**src/rtl/rotenc_pkg.sv**
```systemverilog
// ----------------------------------------------------------------------------
// Rotary encoder counter package
// Word types, command codes and constants shared by the counter modules.
// ----------------------------------------------------------------------------
package rotenc_pkg;

	typedef enum logic [1:0] {
		CMD_SAMPLE = 2'd0,
		CMD_SET    = 2'd1,
		CMD_READ   = 2'd2,
		CMD_UNUSED = 2'd3
	} cmd_t;

	typedef enum logic {
		REG_MIN_LIMIT = 1'b0,
		REG_MAX_LIMIT = 1'b1
	} reg_idx_t;

	localparam logic signed [15:0] CHANGE_LOW  = -16'sd10;
	localparam logic signed [15:0] CHANGE_HIGH = 16'sd10;

	localparam logic signed [15:0] MIN_LIMIT_RST = 16'sd0;
	localparam logic signed [15:0] MAX_LIMIT_RST = 16'sd255;

	typedef struct packed {
		cmd_t               command;
		logic               level_a;
		logic               level_b;
		logic signed [15:0] new_count;
	} in_word_t;

	typedef struct packed {
		logic signed [15:0] count;
		logic signed [15:0] change;
	} out_word_t;

	typedef struct packed {
		logic [1:0]         last_phase;
		logic signed [15:0] count;
		logic signed [15:0] count_at_read;
	} state_t;

	typedef struct packed {
		logic signed [15:0] min_limit;
		logic signed [15:0] max_limit;
	} limits_t;

endpackage

```
**src/rtl/rotary_encoder_bounded_counter_top.sv**
```systemverilog
// ----------------------------------------------------------------------------
// Bounded rotary encoder counter
// Quadrature phase counter with wrap or saturation limits, clamped load and
// difference-since-last-read reporting.
// ----------------------------------------------------------------------------
// Usage:
//   Input channel (in_valid / in_stall / in_data) carries one word per sample
//   or command; output channel (out_valid / out_stall / out_data) returns one
//   word for each input word, in order.
//   A word is captured in the input register, then the step logic updates
//   the counter state and loads the result register.
//   Throughput is one word per clock while the receiver does not stall; the
//   state update loop (phase, count, last-read count) is what sets that figure.
//   When the receiver stalls, the result register holds its word and the
//   input register fills; in_stall rises only once both are occupied.
//   The configuration channel (cfg_valid / cfg_ready) writes min_limit
//   (index 0) or max_limit (index 1); it is always ready and should only be
//   written while the counter is idle.
//   Reset clears both registers' valid flags, the counter state to zero and
//   the limits to 0 and 255.
// ----------------------------------------------------------------------------
module rotary_encoder_bounded_counter_top import rotenc_pkg::*; (
	input  logic               clk,
	input  logic               arst_n,
	input  logic               in_valid,
	output logic               in_stall,
	input  in_word_t           in_data,
	output logic               out_valid,
	input  logic               out_stall,
	output out_word_t          out_data,
	input  logic               cfg_valid,
	output logic               cfg_ready,
	input  reg_idx_t           cfg_index,
	input  logic signed [15:0] cfg_data
);

	logic      valid_s1;
	in_word_t  word_s1;
	logic      valid_s2;
	out_word_t result_s2;
	state_t    state_q;
	state_t    state_nxt;
	limits_t   limits_q;
	out_word_t result;
	logic      adv;
	logic      take_in;

	assign cfg_ready = 1'b1;

	// s1 moves on when the result register is free or being emptied
	assign adv      = valid_s1 && !(valid_s2 && out_stall);
	assign in_stall = valid_s1 && !adv;
	assign take_in  = in_valid && !in_stall;

	always_ff @(posedge clk or negedge arst_n) begin
		if (!arst_n) begin
			valid_s1 <= 1'b0;
		end else if (take_in) begin
			valid_s1 <= 1'b1;
		end else if (adv) begin
			valid_s1 <= 1'b0;
		end
	end

	always_ff @(posedge clk) begin
		if (take_in)
			word_s1 <= in_data;
	end

	rotenc_step u_step (
		.word      (word_s1),
		.state     (state_q),
		.limits    (limits_q),
		.state_nxt (state_nxt),
		.result    (result)
	);

	always_ff @(posedge clk or negedge arst_n) begin
		if (!arst_n) begin
			state_q <= '0;
		end else if (adv) begin
			state_q <= state_nxt;
		end
	end

	always_ff @(posedge clk or negedge arst_n) begin
		if (!arst_n) begin
			valid_s2 <= 1'b0;
		end else if (adv) begin
			valid_s2 <= 1'b1;
		end else if (!out_stall) begin
			valid_s2 <= 1'b0;
		end
	end

	always_ff @(posedge clk) begin
		if (adv)
			result_s2 <= result;
	end

	always_ff @(posedge clk or negedge arst_n) begin
		if (!arst_n) begin
			limits_q.min_limit <= MIN_LIMIT_RST;
			limits_q.max_limit <= MAX_LIMIT_RST;
		end else if (cfg_valid && cfg_ready) begin
			case (cfg_index)
				REG_MIN_LIMIT: limits_q.min_limit <= cfg_data;
				REG_MAX_LIMIT: limits_q.max_limit <= cfg_data;
				default: limits_q <= limits_q;
			endcase
		end
	end

	assign out_valid = valid_s2;
	assign out_data  = result_s2;

endmodule

```
**src/rtl/rotenc_step.sv**
```systemverilog
// ----------------------------------------------------------------------------
// Rotary encoder counter step
// Next-state and result logic for one word: phase decode, bounded step,
// clamped load and corrected read-back difference.
// ----------------------------------------------------------------------------
module rotenc_step import rotenc_pkg::*; (
	input  in_word_t  word,
	input  state_t    state,
	input  limits_t   limits,
	output state_t    state_nxt,
	output out_word_t result
);

	logic [1:0]         phase;
	logic               ccw;
	logic               wrap_mode;
	logic signed [16:0] min17;
	logic signed [16:0] max17;
	logic signed [16:0] up_v;
	logic signed [16:0] dn_v;
	logic signed [15:0] step_v;
	logic signed [15:0] set_v;
	logic signed [15:0] diff0;
	logic signed [15:0] diff1;
	logic signed [15:0] diff2;
	logic signed [15:0] max_p1;

	assign phase     = {word.level_b, word.level_a};
	assign wrap_mode = (limits.min_limit == 16'sd0);
	assign min17     = {limits.min_limit[15], limits.min_limit};
	assign max17     = {limits.max_limit[15], limits.max_limit};

	// counterclockwise: 0->1, 1->3, 3->2, 2->0
	assign ccw = (state.last_phase == 2'd0 && phase == 2'd1)
		|| (state.last_phase == 2'd1 && phase == 2'd3)
		|| (state.last_phase == 2'd3 && phase == 2'd2)
		|| (state.last_phase == 2'd2 && phase == 2'd0);

	// 17-bit step so the limit test sees the exact value
	assign up_v = {state.count[15], state.count} + 17'sd1;
	assign dn_v = {state.count[15], state.count} - 17'sd1;

	always_comb begin
		if (ccw) begin
			if (dn_v < min17)
				step_v = wrap_mode ? limits.max_limit : limits.min_limit;
			else
				step_v = dn_v[15:0];
		end else begin
			if (up_v > max17)
				step_v = wrap_mode ? 16'sd0 : limits.max_limit;
			else
				step_v = up_v[15:0];
		end
	end

	// max wins when the limits are crossed
	always_comb begin
		set_v = word.new_count;
		if (set_v < limits.min_limit)
			set_v = limits.min_limit;
		if (set_v > limits.max_limit)
			set_v = limits.max_limit;
	end

	assign max_p1 = limits.max_limit + 16'sd1;
	assign diff0  = state.count - state.count_at_read;
	assign diff1  = (diff0 < CHANGE_LOW) ? diff0 + max_p1 : diff0;
	assign diff2  = (diff1 > CHANGE_HIGH) ? diff1 - max_p1 : diff1;

	always_comb begin
		state_nxt     = state;
		result.change = 16'sd0;
		case (word.command)
			CMD_SAMPLE: begin
				state_nxt.last_phase = phase;
				if (phase != state.last_phase)
					state_nxt.count = step_v;
			end
			CMD_SET: begin
				state_nxt.count = set_v;
			end
			CMD_READ: begin
				result.change           = diff2;
				state_nxt.count_at_read = state.count;
			end
			default: begin
				state_nxt = state;
			end
		endcase
		result.count = state_nxt.count;
	end

endmodule
```
**config.mk**
```make
export PLATFORM = sky130hd
export DESIGN_NAME = rotary_encoder_bounded_counter_top
export DESIGN_NICKNAME = d
export VERILOG_FILES = /design/src/rtl/rotenc_pkg.sv /design/src/rtl/rotary_encoder_bounded_counter_top.sv /design/src/rtl/rotenc_step.sv
export SDC_FILE = /design/constraint.sdc
export NUM_CORES = 1
export LEC_CHECK = 0
export BUFFER_PORTS_ARGS = -buffer_cell sky130_fd_sc_hd__buf_2
export CAP_MARGIN = 20
export CORE_MARGIN = 2
export CORE_UTILIZATION = 50
export DETAILED_ROUTE_END_ITERATION = 16
export PLACE_DENSITY = 0.78
export REMOVE_ABC_BUFFERS = 1
export SLEW_MARGIN = 20
export SYNTH_ARGS = -nofsm -noshare
export SYNTH_HDL_FRONTEND = slang
export SYNTH_SLANG_ARGS = --single-unit
```
**constraint.sdc**
```tcl
create_clock -name clk -period 7.35 [get_ports clk]
set_input_delay 1.47 -clock clk [delete_from_list [all_inputs] [get_ports clk]]
set_output_delay 1.47 -clock clk [all_outputs]
set_load 0.005 [all_outputs]
```
==> results.py <==
metrics = {
    "run_status": {
        "status": "completed",
    },
    "die": {
        "fp.dieH_um": 152,
        "die_area_mm2": 0.0232,
        "placementRows": 54,
        "io-pin-count": 77,
        "start_util_pct": 50.7,
        "die_x_um": 152,
        "coreArea_mm2": 0.0217,
    },
    "critical_path": {
        "cp.arrival_ns": 6.96,
        "end_kind": "register",
        "cp-start-kind": "register",
        "crit_type": "register to register",
        "crit_required_ns": 7.61,
        "cp_max_fo": 10,
    },
    "cts": {
        "ctsHoldBuffers": 0,
        "h-tree-depth": 4,
        "cts_made_buffers": 17,
        "cts_resized": 0,
        "insertion_delay_ns": 0.43,
        "clock_path_buffers": 2,
        "cts-root-buf": "clkbuf_16",
        "cts_setup_buffers": 0,
        "path_clk_slew_ns": 0.07,
        "cts.sinks": 120,
        "tritoncts": "done",
    },
    "yosys": {
        "synth_seq_cells": 120,
        "ys_top_cells_by_count": "ha_1 (113), inv_1 (104), nand2_1 (104)",
        "synthDistinctLibCells": 90,
        "ys.flop_type": "dfrtp_1",
        "synthTopCellsByArea": "edfxtp_1 (14%), dfrtp_1 (14%), ha_1 (13%)",
        "synth_edf_count": 52,
        "yosysWarnings": 0,
        "syn_area_mm2": 0.0110,
        "synth.most_common_cell": "ha_1",
        "netlist_instances": 1231,
        "synth_top_area_share_pct": 14.2,
        "yosysTopAreaCell": "edfxtp_1",
        "syn_area_per_cell_um2": 8.94,
        "async_flop_share_pct": 56.7,
        "seq_area_frac_synth_pct": 29.7,
    },
    "place": {
        "placed_cell_area_mm2": 0.0116,
        "dp_cells": 1548,
        "port-buffer-count": 75,
        "dp_hpwl_um": 24100,
        "globalplace.congestion": 0.998,
    },
    "final_layout": {
        "fillerInstances": 1985,
        "multi_input_area_mm2": 0.00715,
        "fin_area_mm2": 0.0122,
        "nNetsFinal": 1445,
        "seq_area_mm2": 0.00327,
        "final_cells": 1580,
        "area.growth.synth_to_final_pct": 11.2,
        "drive_above_1_share_pct": 16.3,
        "diodes": 0,
    },
    "hold_path": {
        "min_path_type": "register to register",
    },
    "detailed_routing": {
        "drtPass1Iterations": 7,
        "wl_um": 31200,
        "avgRoutedWirePerCell_um": 19.7,
        "drc": 0,
        "vias_per_cell": 6.14,
        "num_vias": 9703,
        "drtIter0Drc": 736,
        "ant_nets": 0,
    },
    "timing": {
        "rsz0062_at_grt": "false",
        "relSlewSlack_pct": 34.3,
        "tightest_slew_ns": 0.984,
        "holdWs_ns": 0.488,
        "period_needed_ns": 6.70,
        "max_freq_ghz": 0.149,
        "hold_violations": 0,
        "finalSetupViolations": 0,
        "setup_tns_ns": 0,
        "finalCritPeriodShare_pct": 91.1,
        "final-max-slew-violation-count": 0,
        "skew_ns": 0.0147,
    },
    "global_routing": {
        "use_met2_pct": 45.4,
        "gr-total-overflow": 0,
        "grt_usage_pct": 26.9,
        "grt_pass1_wl_um": 50000,
        "first_global_vias": 9413,
        "grt-busiest-layer": "met2",
        "met1_usage_pct": 34.3,
        "antenna_found_initial": 0,
        "grt_max_degree": 69,
        "use_met3_pct": 4.27,
    },
    "run": {
        "drv_cap": 0,
    },
}
[cells by family (layout without fill, tap and decap cells)]
group                      Yosys count  in the layout  synth area share (%)
muxes                               83             83                  8.14
DFF                                120            120                  29.7
adders and majority gates          116            116                  13.4
xor gates and xnor gates            80             80                  6.50
buffers and inverters              156            225                  5.49
and+or+nand+nor                    371            371                  16.9
other                                1              1                0.0341
AOI/OAI and AO/OA                  304            304                  19.8
[critical path, cell delays in order, from the launching register on]
cell       delay [ns]
dfrtp_1          0.49
inv_1            0.20
ha_1             0.20
inv_1            0.06
fa_1             0.40
a21o_1           0.20
a221oi_2         0.42
o31ai_4          0.13
xnor2_1          0.20
nor4_1           0.30
nand4bb_1        0.36
o31ai_4          0.41
nand2_1          0.08
o21ai_0          0.13
ha_1             0.24
inv_1            0.06
fa_1             0.40
a21o_1           0.20
a21oi_1          0.24
o21bai_1         0.10
a21oi_1          0.24
nor2b_1          0.08
o21a_1           0.19
o31a_1           0.27
o41ai_2          0.36
nor3b_1          0.26
o31ai_1          0.10
a211oi_1         0.22
[state kept, by name, indices dropped and copies added (netlist names)]
signal     cells
state_q       34
limits_q      32
out_data      32
word_s1       20
out_valid      1
valid_s1       1
[through the flow]
step	utilization, %	worst slack [ns]
finish	56.4	0.651
global route	56.4	0.178
CTS	56.3	0.492
detailed placement	53.6	0.586
global placement	53.6	0.770
floorplan	-	0.742
[placed cells by master, fill, tap and decap left out, types with 23 or more instances in the layout]
cell type    n
ha_1       113
xnor2_1     54
dfrtp_1     60
mux2i_1     31
nor2_1      82
inv_1      104
xor2_1      25
buf_2       75
a21oi_1     65
nand2_1    104
edfxtp_1    52
nor3_1      23
nand3_1     37
a21o_1      29
mux2_2      52
o21ai_0     57
[worst paths after layout]
path | start | slack, ns | cells after the start | endpoint
max | state_q[16] | 0.65 | 27 | out_data[14]
min | state_q[1] | 0.49 | 2 | state_q[1]
max reg2reg | state_q[16] | 0.65 | 27 | out_data[14]
min reg2reg | state_q[1] | 0.49 | 2 | state_q[1]
max in group asynchronous | arst_n | 5.45 | 2 | state_q[18]
min in group asynchronous | arst_n | 1.25 | 2 | out_valid
[cell type report]
| type | instances | area share (%) |
|---|---|---|
| clock buffer | 17 | 3.48 |
| clock inverter | 15 | 1.33 |
| sequential | 120 | 26.8 |
| inverter | 105 | 3.22 |
| multi-input combinational | 955 | 58.5 |
| tap | 280 | 2.86 |
| timing repair buffer | 88 | 3.87 |
[layer usage]
metal / vias up / part of all wire [%]
li1: 4604 / -
met1: 4586 / 42
met2: 407 / 48
met3: 106 / 6.0
met4: 0 / 4.5
met5: - / 0
Power is not shown: default switching activity piles up to over one toggle a cycle in this logic, so the estimate is an artifact.
